--- config.mk ---
export PLATFORM = sky130hd
export DESIGN_NAME = two_level_rr_fcfs_scheduler
export DESIGN_NICKNAME = d
export VERILOG_FILES = /design/src/hw/rtl/tlrr_pkg.sv /design/src/hw/rtl/tlrr_fifo.sv /design/src/hw/rtl/tlrr_core.sv /design/src/hw/rtl/two_level_rr_fcfs_scheduler.sv
export SDC_FILE = /design/constraint.sdc
export NUM_CORES = 1
export LEC_CHECK = 0
export BUFFER_PORTS_ARGS = -buffer_cell sky130_fd_sc_hd__buf_2
export CORE_ASPECT_RATIO = 0.9
export CORE_UTILIZATION = 40
export CTS_CLUSTER_DIAMETER = 30
export DETAILED_ROUTE_END_ITERATION = 7
export SYNTH_ARGS = -nofsm -noshare
export SYNTH_HDL_FRONTEND = slang
export SYNTH_SLANG_ARGS = --single-unit
--- constraint.sdc ---
create_clock -name clk -period 5.6 [get_ports clk]
set_input_delay 0.84 -clock clk [delete_from_list [all_inputs] [get_ports clk]]
set_output_delay 0.84 -clock clk [all_outputs]
set_load 0.02 [all_outputs]
--- src/hw/rtl/tlrr_pkg.sv ---
// Shared types and codes for the two-level round-robin / FCFS scheduler.
package tlrr_pkg;

    localparam logic [1:0] FN_LOAD  = 2'd0;
    localparam logic [1:0] FN_START = 2'd1;
    localparam logic [1:0] FN_TICK  = 2'd2;

    typedef enum logic [2:0] {
        EV_ACCEPTED   = 3'd0,
        EV_REJECTED   = 3'd1,
        EV_SCHEDULED  = 3'd2,
        EV_RESUMED    = 3'd3,
        EV_TERMINATED = 3'd4,
        EV_SUSPENDED  = 3'd5,
        EV_FINISHED   = 3'd6,
        EV_IDLE       = 3'd7
    } event_t;

    typedef struct packed {
        logic [15:0] id;
        logic [15:0] burst;
    } job_entry_t;

    typedef struct packed {
        logic       push;
        logic       pop;
        job_entry_t data;
    } fifo_req_t;

    typedef struct packed {
        logic full;
        logic empty;
    } fifo_stat_t;

endpackage

--- src/hw/rtl/tlrr_fifo.sv ---
// Job FIFO: synchronous memory with head, tail and fill count; registered read.
module tlrr_fifo #(
    parameter int DEPTH = 16
) (
    input  logic                 clk,
    input  logic                 rst_n,
    input  tlrr_pkg::fifo_req_t  req,
    output tlrr_pkg::job_entry_t rd_data,
    output tlrr_pkg::fifo_stat_t stat
);

    localparam int ADDR_W = (DEPTH > 1) ? $clog2(DEPTH) : 1;
    localparam int CNT_W  = $clog2(DEPTH + 1);

    tlrr_pkg::job_entry_t mem [DEPTH];

    logic [ADDR_W-1:0] head_reg, head_next;
    logic [ADDR_W-1:0] tail_reg, tail_next;
    logic [CNT_W-1:0]  count_reg, count_next;
    tlrr_pkg::job_entry_t rd_reg;

    always_comb
    begin
        head_next  = head_reg;
        tail_next  = tail_reg;
        count_next = count_reg;
        if (req.push)
        begin
            tail_next  = (tail_reg == ADDR_W'(DEPTH - 1)) ? '0 : tail_reg + ADDR_W'(1);
            count_next = count_next + CNT_W'(1);
        end
        if (req.pop)
        begin
            head_next  = (head_reg == ADDR_W'(DEPTH - 1)) ? '0 : head_reg + ADDR_W'(1);
            count_next = count_next - CNT_W'(1);
        end
    end

    always_ff @(posedge clk or negedge rst_n)
    begin
        if (!rst_n)
        begin
            head_reg  <= '0;
            tail_reg  <= '0;
            count_reg <= '0;
        end
        else
        begin
            head_reg  <= head_next;
            tail_reg  <= tail_next;
            count_reg <= count_next;
        end
    end

    always_ff @(posedge clk)
    begin
        if (req.push)
        begin
            mem[tail_reg] <= req.data;
        end
        if (req.pop)
        begin
            rd_reg <= mem[head_reg];
        end
    end

    assign rd_data    = rd_reg;
    assign stat.full  = (count_reg == CNT_W'(DEPTH));
    assign stat.empty = (count_reg == '0);

endmodule

--- src/hw/rtl/tlrr_core.sv ---
// Scheduler sequencer: running job, time counter, dispatch and result register.
module tlrr_core (
    input  logic                 clk,
    input  logic                 rst_n,
    input  logic [15:0]          slice_cfg,
    input  logic                 in_valid,
    output logic                 in_ready,
    input  logic [1:0]           func,
    input  logic [15:0]          job_id,
    input  logic [15:0]          burst_ticks,
    output logic                 out_valid,
    input  logic                 out_ready,
    output logic [2:0]           event_res,
    output logic [15:0]          job_id_out,
    output logic [15:0]          granted_ticks,
    output logic [31:0]          elapsed_ticks,
    output logic                 last,
    output tlrr_pkg::fifo_req_t  first_req,
    input  tlrr_pkg::fifo_stat_t first_stat,
    input  tlrr_pkg::job_entry_t first_rd,
    output tlrr_pkg::fifo_req_t  second_req,
    input  tlrr_pkg::fifo_stat_t second_stat,
    input  tlrr_pkg::job_entry_t second_rd
);

    typedef enum logic [1:0] {
        S_IDLE,
        S_EXEC,
        S_DSEL,
        S_DISP
    } state_t;

    state_t state_reg, state_next;
    logic [1:0]  func_reg, func_next;
    logic [15:0] id_reg, id_next;
    logic [15:0] burst_reg, burst_next;
    logic        run_valid_reg, run_valid_next;
    logic [15:0] run_id_reg, run_id_next;
    logic [15:0] run_left_reg, run_left_next;
    logic [15:0] slice_left_reg, slice_left_next;
    logic [31:0] tick_reg, tick_next;
    logic        sel_second_reg, sel_second_next;
    logic        out_valid_reg, out_valid_next;
    tlrr_pkg::event_t ev_reg, ev_next;
    logic [15:0] oid_reg, oid_next;
    logic [15:0] grant_reg, grant_next;
    logic [31:0] time_reg, time_next;
    logic        last_reg, last_next;

    logic        slot_free;
    logic        emit;
    logic [31:0] tick_inc;
    logic [15:0] slice_dec;
    logic [15:0] slice_eff;
    logic [15:0] sched_grant;
    tlrr_pkg::job_entry_t disp_entry;

    assign slot_free  = !out_valid_reg || out_ready;
    assign tick_inc   = (tick_reg == '1) ? tick_reg : tick_reg + 32'd1;
    assign slice_dec  = (slice_left_reg == '0) ? '0 : slice_left_reg - 16'd1;
    assign slice_eff  = (slice_cfg == '0) ? 16'd1 : slice_cfg;
    assign disp_entry = sel_second_reg ? second_rd : first_rd;
    assign sched_grant = (disp_entry.burst < slice_eff) ? disp_entry.burst : slice_eff;

    always_comb
    begin
        state_next      = state_reg;
        func_next       = func_reg;
        id_next         = id_reg;
        burst_next      = burst_reg;
        run_valid_next  = run_valid_reg;
        run_id_next     = run_id_reg;
        run_left_next   = run_left_reg;
        slice_left_next = slice_left_reg;
        tick_next       = tick_reg;
        sel_second_next = sel_second_reg;
        emit            = 1'b0;
        ev_next         = ev_reg;
        oid_next        = oid_reg;
        grant_next      = grant_reg;
        time_next       = tick_reg;
        last_next       = 1'b1;
        first_req       = '0;
        second_req      = '0;
        first_req.data  = '{id: id_reg, burst: burst_reg};
        second_req.data = '{id: run_id_reg, burst: run_left_reg};

        unique case (state_reg)
            S_IDLE:
            begin
                if (in_valid)
                begin
                    func_next  = func;
                    id_next    = job_id;
                    burst_next = burst_ticks;
                    state_next = S_EXEC;
                end
            end
            S_EXEC:
            begin
                if (slot_free)
                begin
                    state_next = S_IDLE;
                    unique case (func_reg)
                        tlrr_pkg::FN_LOAD:
                        begin
                            emit     = 1'b1;
                            oid_next = id_reg;
                            grant_next = '0;
                            if (burst_reg == '0 || first_stat.full)
                            begin
                                ev_next = tlrr_pkg::EV_REJECTED;
                            end
                            else
                            begin
                                first_req.push = 1'b1;
                                ev_next = tlrr_pkg::EV_ACCEPTED;
                            end
                        end
                        tlrr_pkg::FN_START:
                        begin
                            if (run_valid_reg)
                            begin
                                emit       = 1'b1;
                                ev_next    = tlrr_pkg::EV_IDLE;
                                oid_next   = '0;
                                grant_next = '0;
                            end
                            else
                            begin
                                state_next = S_DSEL;
                            end
                        end
                        tlrr_pkg::FN_TICK:
                        begin
                            emit       = 1'b1;
                            grant_next = '0;
                            if (!run_valid_reg)
                            begin
                                ev_next  = tlrr_pkg::EV_IDLE;
                                oid_next = '0;
                            end
                            else
                            begin
                                tick_next       = tick_inc;
                                time_next       = tick_inc;
                                slice_left_next = slice_dec;
                                oid_next        = run_id_reg;
                                priority if (slice_dec != '0)
                                begin
                                    ev_next = tlrr_pkg::EV_IDLE;
                                end
                                else if (run_left_reg == '0)
                                begin
                                    ev_next    = tlrr_pkg::EV_TERMINATED;
                                    last_next  = 1'b0;
                                    state_next = S_DSEL;
                                end
                                else if (second_stat.full)
                                begin
                                    // no room to park it: keep it running on its full remainder
                                    ev_next         = tlrr_pkg::EV_RESUMED;
                                    grant_next      = run_left_reg;
                                    slice_left_next = run_left_reg;
                                    run_left_next   = '0;
                                end
                                else
                                begin
                                    second_req.push = 1'b1;
                                    ev_next    = tlrr_pkg::EV_SUSPENDED;
                                    last_next  = 1'b0;
                                    state_next = S_DSEL;
                                end
                            end
                        end
                        default:
                        begin
                            emit       = 1'b1;
                            ev_next    = tlrr_pkg::EV_IDLE;
                            oid_next   = '0;
                            grant_next = '0;
                        end
                    endcase
                end
            end
            S_DSEL:
            begin
                // pushes from the previous cycle are already in memory and counts
                priority if (!first_stat.empty)
                begin
                    first_req.pop   = 1'b1;
                    sel_second_next = 1'b0;
                    state_next      = S_DISP;
                end
                else if (!second_stat.empty)
                begin
                    second_req.pop  = 1'b1;
                    sel_second_next = 1'b1;
                    state_next      = S_DISP;
                end
                else
                begin
                    if (slot_free)
                    begin
                        emit            = 1'b1;
                        ev_next         = tlrr_pkg::EV_FINISHED;
                        oid_next        = '0;
                        grant_next      = '0;
                        run_valid_next  = 1'b0;
                        run_id_next     = '0;
                        run_left_next   = '0;
                        slice_left_next = '0;
                        state_next      = S_IDLE;
                    end
                end
            end
            S_DISP:
            begin
                if (slot_free)
                begin
                    emit           = 1'b1;
                    run_valid_next = 1'b1;
                    run_id_next    = disp_entry.id;
                    oid_next       = disp_entry.id;
                    if (sel_second_reg)
                    begin
                        ev_next         = tlrr_pkg::EV_RESUMED;
                        slice_left_next = disp_entry.burst;
                        run_left_next   = '0;
                        grant_next      = disp_entry.burst;
                    end
                    else
                    begin
                        ev_next         = tlrr_pkg::EV_SCHEDULED;
                        slice_left_next = sched_grant;
                        run_left_next   = disp_entry.burst - sched_grant;
                        grant_next      = sched_grant;
                    end
                    state_next = S_IDLE;
                end
            end
            default:
            begin
                state_next = S_IDLE;
            end
        endcase

        out_valid_next = emit || (out_valid_reg && !out_ready);
        if (!emit)
        begin
            ev_next    = ev_reg;
            oid_next   = oid_reg;
            grant_next = grant_reg;
            time_next  = time_reg;
            last_next  = last_reg;
        end
    end

    always_ff @(posedge clk or negedge rst_n)
    begin
        if (!rst_n)
        begin
            state_reg      <= S_IDLE;
            run_valid_reg  <= 1'b0;
            run_id_reg     <= '0;
            run_left_reg   <= '0;
            slice_left_reg <= '0;
            tick_reg       <= '0;
            out_valid_reg  <= 1'b0;
            sel_second_reg <= 1'b0;
        end
        else
        begin
            state_reg      <= state_next;
            run_valid_reg  <= run_valid_next;
            run_id_reg     <= run_id_next;
            run_left_reg   <= run_left_next;
            slice_left_reg <= slice_left_next;
            tick_reg       <= tick_next;
            out_valid_reg  <= out_valid_next;
            sel_second_reg <= sel_second_next;
        end
    end

    always_ff @(posedge clk)
    begin
        func_reg  <= func_next;
        id_reg    <= id_next;
        burst_reg <= burst_next;
        ev_reg    <= ev_next;
        oid_reg   <= oid_next;
        grant_reg <= grant_next;
        time_reg  <= time_next;
        last_reg  <= last_next;
    end

    assign in_ready      = (state_reg == S_IDLE);
    assign out_valid     = out_valid_reg;
    assign event_res     = ev_reg;
    assign job_id_out    = oid_reg;
    assign granted_ticks = grant_reg;
    assign elapsed_ticks = time_reg;
    assign last          = last_reg;

endmodule

--- src/hw/rtl/two_level_rr_fcfs_scheduler.sv ---
// Top level of the two-level scheduler: slice register, two job FIFOs, sequencer.
//
//  channel | direction | handshake            | beat contents
//  in      | in        | in_valid / in_ready  | func, job_id, burst_ticks
//  out     | out       | out_valid / out_ready| event_res, job_id_out, granted_ticks,
//          |           |                      | elapsed_ticks, last
//  cfg     | in        | cfg_valid / cfg_ready| cfg_data (slice_length)
//
// Sequence: a load, a tick without dispatch, or an idle result passes S_IDLE and S_EXEC;
// a dispatch adds S_DSEL for selection and S_DISP for the FIFO memory read.
// The registered read of the job memories is why a dispatch needs the S_DISP state.
// Reset: asynchronous, active low; FIFOs empty at once, no clearing pass.
// Stalls: out_ready low holds the result register; the sequencer waits on it before
// emitting the next beat, and in_ready stays low until the item's last beat is issued.
module two_level_rr_fcfs_scheduler #(
    parameter int QUEUE_DEPTH = 16
) (
    input  logic        clk,
    input  logic        rst_n,
    input  logic        cfg_valid,
    output logic        cfg_ready,
    input  logic [15:0] cfg_data,
    input  logic        in_valid,
    output logic        in_ready,
    input  logic [1:0]  func,
    input  logic [15:0] job_id,
    input  logic [15:0] burst_ticks,
    output logic        out_valid,
    input  logic        out_ready,
    output logic [2:0]  event_res,
    output logic [15:0] job_id_out,
    output logic [15:0] granted_ticks,
    output logic [31:0] elapsed_ticks,
    output logic        last
);

    logic [15:0] slice_reg;

    tlrr_pkg::fifo_req_t  first_req, second_req;
    tlrr_pkg::fifo_stat_t first_stat, second_stat;
    tlrr_pkg::job_entry_t first_rd, second_rd;

    assign cfg_ready = 1'b1;

    always_ff @(posedge clk or negedge rst_n)
    begin
        if (!rst_n)
        begin
            slice_reg <= 16'd2;
        end
        else if (cfg_valid)
        begin
            slice_reg <= cfg_data;
        end
    end

    tlrr_fifo #(
        .DEPTH (QUEUE_DEPTH)
    ) u_first (
        .clk     (clk),
        .rst_n   (rst_n),
        .req     (first_req),
        .rd_data (first_rd),
        .stat    (first_stat)
    );

    tlrr_fifo #(
        .DEPTH (QUEUE_DEPTH)
    ) u_second (
        .clk     (clk),
        .rst_n   (rst_n),
        .req     (second_req),
        .rd_data (second_rd),
        .stat    (second_stat)
    );

    tlrr_core u_core (
        .clk           (clk),
        .rst_n         (rst_n),
        .slice_cfg     (slice_reg),
        .in_valid      (in_valid),
        .in_ready      (in_ready),
        .func          (func),
        .job_id        (job_id),
        .burst_ticks   (burst_ticks),
        .out_valid     (out_valid),
        .out_ready     (out_ready),
        .event_res     (event_res),
        .job_id_out    (job_id_out),
        .granted_ticks (granted_ticks),
        .elapsed_ticks (elapsed_ticks),
        .last          (last),
        .first_req     (first_req),
        .first_stat    (first_stat),
        .first_rd      (first_rd),
        .second_req    (second_req),
        .second_stat   (second_stat),
        .second_rd     (second_rd)
    );

endmodule

==> results of run 1 <==
-- cells in the mapped netlist, types with 5 or more instances --
library cell	instances
and2_1	9
nor3_1	27
a211oi_1	6
o31ai_1	13
a21oi_1	108
nor2_1	82
buf_2	9
xnor2_1	52
and4_1	5
xor2_1	15
o21ai_0	199
nor2b_1	6
nor4_1	11
a22oi_1	84
edfxtp_1	1190
nand4_1	18
nand2_1	254
a221oi_1	71
mux4_2	128
inv_1	43
a22o_1	6
nand3_1	48
buf_1	32
dfrtp_1	126
mux2_2	88
nor3b_1	5
nand2b_1	15
ha_1	53
a21o_1	7
mux2i_1	211
o21a_1	5
clkbuf_1	115
o211ai_1	23
a31oi_1	9
-- stage by stage --
stage	setup WS, ns	instances
3_3_place_gp	0.413	4933
3_5_place_dp	0.271	4933
6_report	0.340	5356
5_1_grt	0.114	5356
2_1_floorplan	0.388	3152
4_1_cts	0.242	5354
-- report_power, final --
group,internal (mW),switching [mW]
combinational,0.893,1.52
clock,8.73,4.92
sequential,11.3,0.578
total,21.0,7.03
-- worst max-delay path, stage by stage, from the launching register on --
cell	delay, ns
dfrtp_2	0.51
buf_4	0.24
mux2_2	0.39
ha_1	0.30
nand3_1	0.09
a2111oi_1	0.46
buf_4	0.20
o21ai_2	0.10
buf_4	0.21
nand2_1	0.27
nand2_1	0.12
o21ai_0	0.17
inv_1	0.10
ha_1	0.30
nand2b_1	0.07
a31oi_1	0.35
o41a_1	0.24
nor3_1	0.09
o41a_1	0.45
o21bai_1	0.18
mux2i_1	0.20
nand3_1	0.09
-- cell type report --
class                           instances  area (um2)  share of cell area, %
Tap cell                             1728        2160                   3.38
Multi-Input combinational cell       1628       13700                   21.4
Inverter                               44         165                  0.258
Timing Repair Buffer                  218        1450                   2.26
Clock buffer                          253        5750                   8.99
Sequential cell                      1317       38900                   60.8
Clock inverter                        168        1890                   2.95
-- final timing paths --
| check | start | to |
|---|---|---|
| min reg2reg | u_core.tick_reg[26] | u_core.tick_reg[26] |
| max reg2reg | u_core.sel_second_reg | u_core.run_left_reg[15] |
| max | u_core.sel_second_reg | u_core.run_left_reg[15] |
| min | rst_n | u_core.run_left_reg[2] |
| min in group clk | burst_ticks[1] | u_core.burst_reg[1] |
| max in group asynchronous | rst_n | u_second.head_reg[1] |
-- kinds of logic after synthesis --
logic type | after synthesis | share of synthesized area, %
mux | 427 | 11.3
xor+xnor | 67 | 1.10
simple gates | 504 | 4.43
other cells | 1 | 0.00706
compound gates | 575 | 7.11
buf+inv | 207 | 1.58
fa+ha+maj | 54 | 1.29
flops | 1317 | 73.2
-- repair_timing --
item / in CTS / in global routing
buffers inserted: 0 / 2
hold buffers: 0 / 0
endpoints found under the setup margin: 0 / 4
endpoints found under the hold margin: 0 / 0
gates resized for setup: 0 / 3
-- metal layers --
metal	vias to the layer above	GRT usage [%]	routed length, um	share of wire, %
met3	227	5.46	10200	7.5
li1	13167	-	-	-
met4	0	7.49	3910	2.9
met1	15385	28.4	60000	44
met5	-	0	0	0
met2	982	30.3	61800	45
==> metrics.txt, run 1 <==
Syn Nets=3261; Power, Total=28.0 mW; Synth area leaders=edfxtp_1 67%, dfrtp_1 5.9%, mux4_2 5.4%; Fmax=0.190 GHz; Initial DRC Count=2586; Final Util=48.7%; Synth top area share=67.2%; PortBufs=124; max_cap viols=0; Total GRT Usage=20.3%; Via Count=29761; CP Class=reg -> reg; registers with the most flip-flops=u_first.mem: 512 flops, u_second.mem: 512 flops; clk slew on worst S/H paths=0.05 ns; Setup Viol. Count Final=0; worst-case reg-to-reg path depth=21; ys flop type=edfxtp_1; worst slew pin tran=1.19 ns; clk sinks=1317; setup tns final=0 ns; htree depth=4; DRC Markers=0; first-pass GRT wire length=199000 um; chip height=348 um; number of synthesized flops with an enable pin=1190; # nets final=3539; initial core utilization=40.4%; grt ovf=0; commonest non-fill, non-tap cell in the layout=edfxtp_1; R2R Setup Slk=0.34 ns; cell area after synthesis=53100 um2; # diodes=0; VDD IR max=0.312 mV; Distinct cells, synth=82; Placer Congestion=0.873; post-layout min period=5.26 ns; largest net degree at the start of global routing=91; Power Density=437 nW/um2; TritonCTS buffer count=221; die area=134000 um2; Rows=126; final WL=136000 um; flip-flop and latch count after synthesis=1317; synth warn=0; clock root buffer=clkbuf_16; Setup crit start kind=flop; status=completed; Hold Path Class=in -> async; CTS max path bufs=3; Clock Skews=0.0399 ns; required time worst endpoint=6.27 ns; initial antenna violation count=5; CTS tree=done; Worst-Skew Late Latency=0.83 ns; Area growth, synth to finish=20.5%; CP arrival=5.93 ns; register area share after synthesis=73.2%; max-slew violation count=0; RSZ-0062 raised after global routing=false; 1st-pass router iterations=6; asr flop ratio synth=9.64%; Design Area, Final=64000 um2; Post-Synthesis Cells=3152; # IOs=126; vias in the first global route=29870; DR WL/cell=25.4 um; Horiz. Die Dim=386 um; leakage power total=21.4 nW; relative slew slack=20.6%; Yosys top cell by area=edfxtp_1; DRT antenna net count=0; fillcell total=10938; share of layout cells above drive strength 1=24.3%; commonest cells after routing, fill and taps aside=1190 x edfxtp_1, 254 x nand2_1, 224 x clkbuf_16; Via density=5.56; Placement Cell Area=56400 um2; Final Hold Fails=0; period utilisation layout=93.9%; crit path max fanout=11; endpoint type of the worst setup path=flop; Hold WS=0.0461 ns; Post-Syn Area per Cell=16.9 um2; Placeable Area=131000 um2; Final HPWL DP=80600 um
Note: power is estimated with default switching activity, not from simulation.
==> inputs of run 2 (changes only) <==
--- a/config.mk
+++ b/config.mk
@@ -10,6 +10,8 @@
 export CORE_UTILIZATION = 40
 export CTS_CLUSTER_DIAMETER = 30
 export DETAILED_ROUTE_END_ITERATION = 7
+export MAX_ROUTING_LAYER = met4
+export SETUP_SLACK_MARGIN = 0.5
 export SYNTH_ARGS = -nofsm -noshare
 export SYNTH_HDL_FRONTEND = slang
 export SYNTH_SLANG_ARGS = --single-unit
==> metrics.txt, run 2 (synthesized netlist as in run 1, its figures left out) <==
crit path max fanout=15; met1 Resource Use GR=29.3%; VDD IR max=0.284 mV; RR Endpoint=u_core.run_left_reg[15]; # nets final=3559; Hold Path Class=in -> async; Via density=5.55; Fmax=0.205 GHz; Final Hold Fails=0; CP bufs+invs=4; worst-case reg-to-reg path depth=21; RSZ-0062 raised after global routing=false; first-pass GRT wire length=199000 um; CP Class=reg -> reg; setup tns final=0 ns; Power Density=441 nW/um2; Setup WS pre-CTS=0.280 ns; registers with the most flip-flops=u_first.mem: 512 flops, u_second.mem: 512 flops; Initial DRC Count=2973; Via Count=29848; commonest non-fill, non-tap cell in the layout=edfxtp_1; vias in the first global route=29818; Post-CTS Hold Buffers=0; share of layout cells above drive strength 1=24.9%; Crit path largest cell delay=0.52 ns; final setup margin=0.724 ns; required time worst endpoint=6.28 ns; clock root buffer=clkbuf_16; max_cap viols=0; Max stage delay cell, worst path=dfrtp_4; Placeable Area=131000 um2; clk slew on worst S/H paths=0.05 ns; relative slew slack=27.0%; area of the multi-input gates=13700 um2; # diodes=0; commonest cells after routing, fill and taps aside=1190 x edfxtp_1, 253 x nand2_1, 226 x clkbuf_16; DRC Markers=0; critical path's top delay family=compound AO/OA/AOI/OAI gates; # IOs=126; leakage power total=21.6 nW; period utilisation layout=87.1%; die area=134000 um2; chip height=348 um; largest net degree at the start of global routing=67; CP arrival=5.55 ns; htree depth=4; grt ovf=0; reg2reg start=u_core.sel_second_reg; Area growth, synth to finish=21.2%; initial antenna violation count=10; status=completed; Final HPWL DP=80600 um; fillcell total=10947; Rows=126; DRT antenna net count=0; Final Util=49.0%; CTS max path bufs=3; PortBufs=124; Placer Congestion=0.872; post-layout min period=4.88 ns; worst path cell trace=buf_4 -> mux2_2 -> ha_1 -> nand4_1 -> a2111oi_2 -> buf_4 -> o21ai_1 -> buf_6 -> nand2_2 -> nand2_1 -> o21ai_2 -> inv_1 -> ha_1 -> nand2b_1 -> a31oi_2 -> o41a_1 -> nor3_1 -> o41a_1 -> o21bai_1 -> mux2i_1 -> nand3_1; Worst-Skew Late Latency=0.82 ns; Clock Skews=0.0257 ns; Setup crit start kind=flop; clk sinks=1317; final WL=134000 um; max-slew violation count=0; TritonCTS buffer count=224; endpoint type of the worst setup path=flop; Horiz. Die Dim=386 um; CTS tree=done; Top Usage Layer GRT=met2; GR Util met2=30.9%; Total GRT Usage=20.7%; worst slew pin tran=1.09 ns; 1st-pass router iterations=5; Setup Viol. Count Final=0; R2R Setup Slk=0.72 ns; FF+latch area=38900 um2; met3 usage=3.54%; initial core utilization=40.4%; DR WL/cell=25.0 um
-- run 2: area by class of cell --
class / count / share of cell area [%]
multi-input combinational: 1628 / 21.3
inverter: 44 / 0.256
clock buffer: 242 / 8.87
tap: 1728 / 3.36
sequential: 1317 / 60.5
timing repair buffer: 235 / 2.45
clock inverter: 180 / 3.31
-- run 2: per-layer routing --
layer,vias to the layer above,part of all wire (%)
li1,13205,-
met1,15463,45
met2,997,47
met3,183,6.1
met4,0,1.8
met5,-,0
-- run 2: where the power goes --
group / internal [mW] / switching [mW]
clock network: 9.12 / 4.90
logic: 0.910 / 1.56
registers: 11.3 / 0.570
-- run 2: how the worst max path moves through the flow --
stage	from	endpoint	slack, ns	cells past startpoint
finish	u_core.sel_second_reg	u_core.run_left_reg[15]	0.72	21
global route	u_core.sel_second_reg	u_core.run_left_reg[15]	0.50	19
CTS	u_core.sel_second_reg	u_core.run_left_reg[15]	0.52	21
detailed placement	u_core.sel_second_reg	u_core.run_left_reg[15]	0.28	21
global placement	u_core.sel_second_reg	u_core.run_left_reg[15]	0.28	21
floorplan	u_core.sel_second_reg	u_core.run_left_reg[12]	0.50	23
-- run 2: what timing repair did --
item                                    CTS  global route
setup buffers                             2             0
gates cloned                              0             0
endpoints found under the setup margin    6             6
resized for setup                         3            12
endpoints found under the hold margin     0             0
-- run 2: metrics by stage --
step | total power [mW] | hold WS (ns) | area [um2] | std cells
2_1_floorplan | 13.5 | 0.453 | 53100 | 3152
3_3_place_gp | 14.5 | 0.479 | 56500 | 4950
3_5_place_dp | 14.5 | 0.479 | 56500 | 4950
4_1_cts | 28.6 | 0.0651 | 64400 | 5374
5_1_grt | 29.3 | 0.108 | 64400 | 5374
6_report | 28.4 | 0.0581 | 64400 | 5374
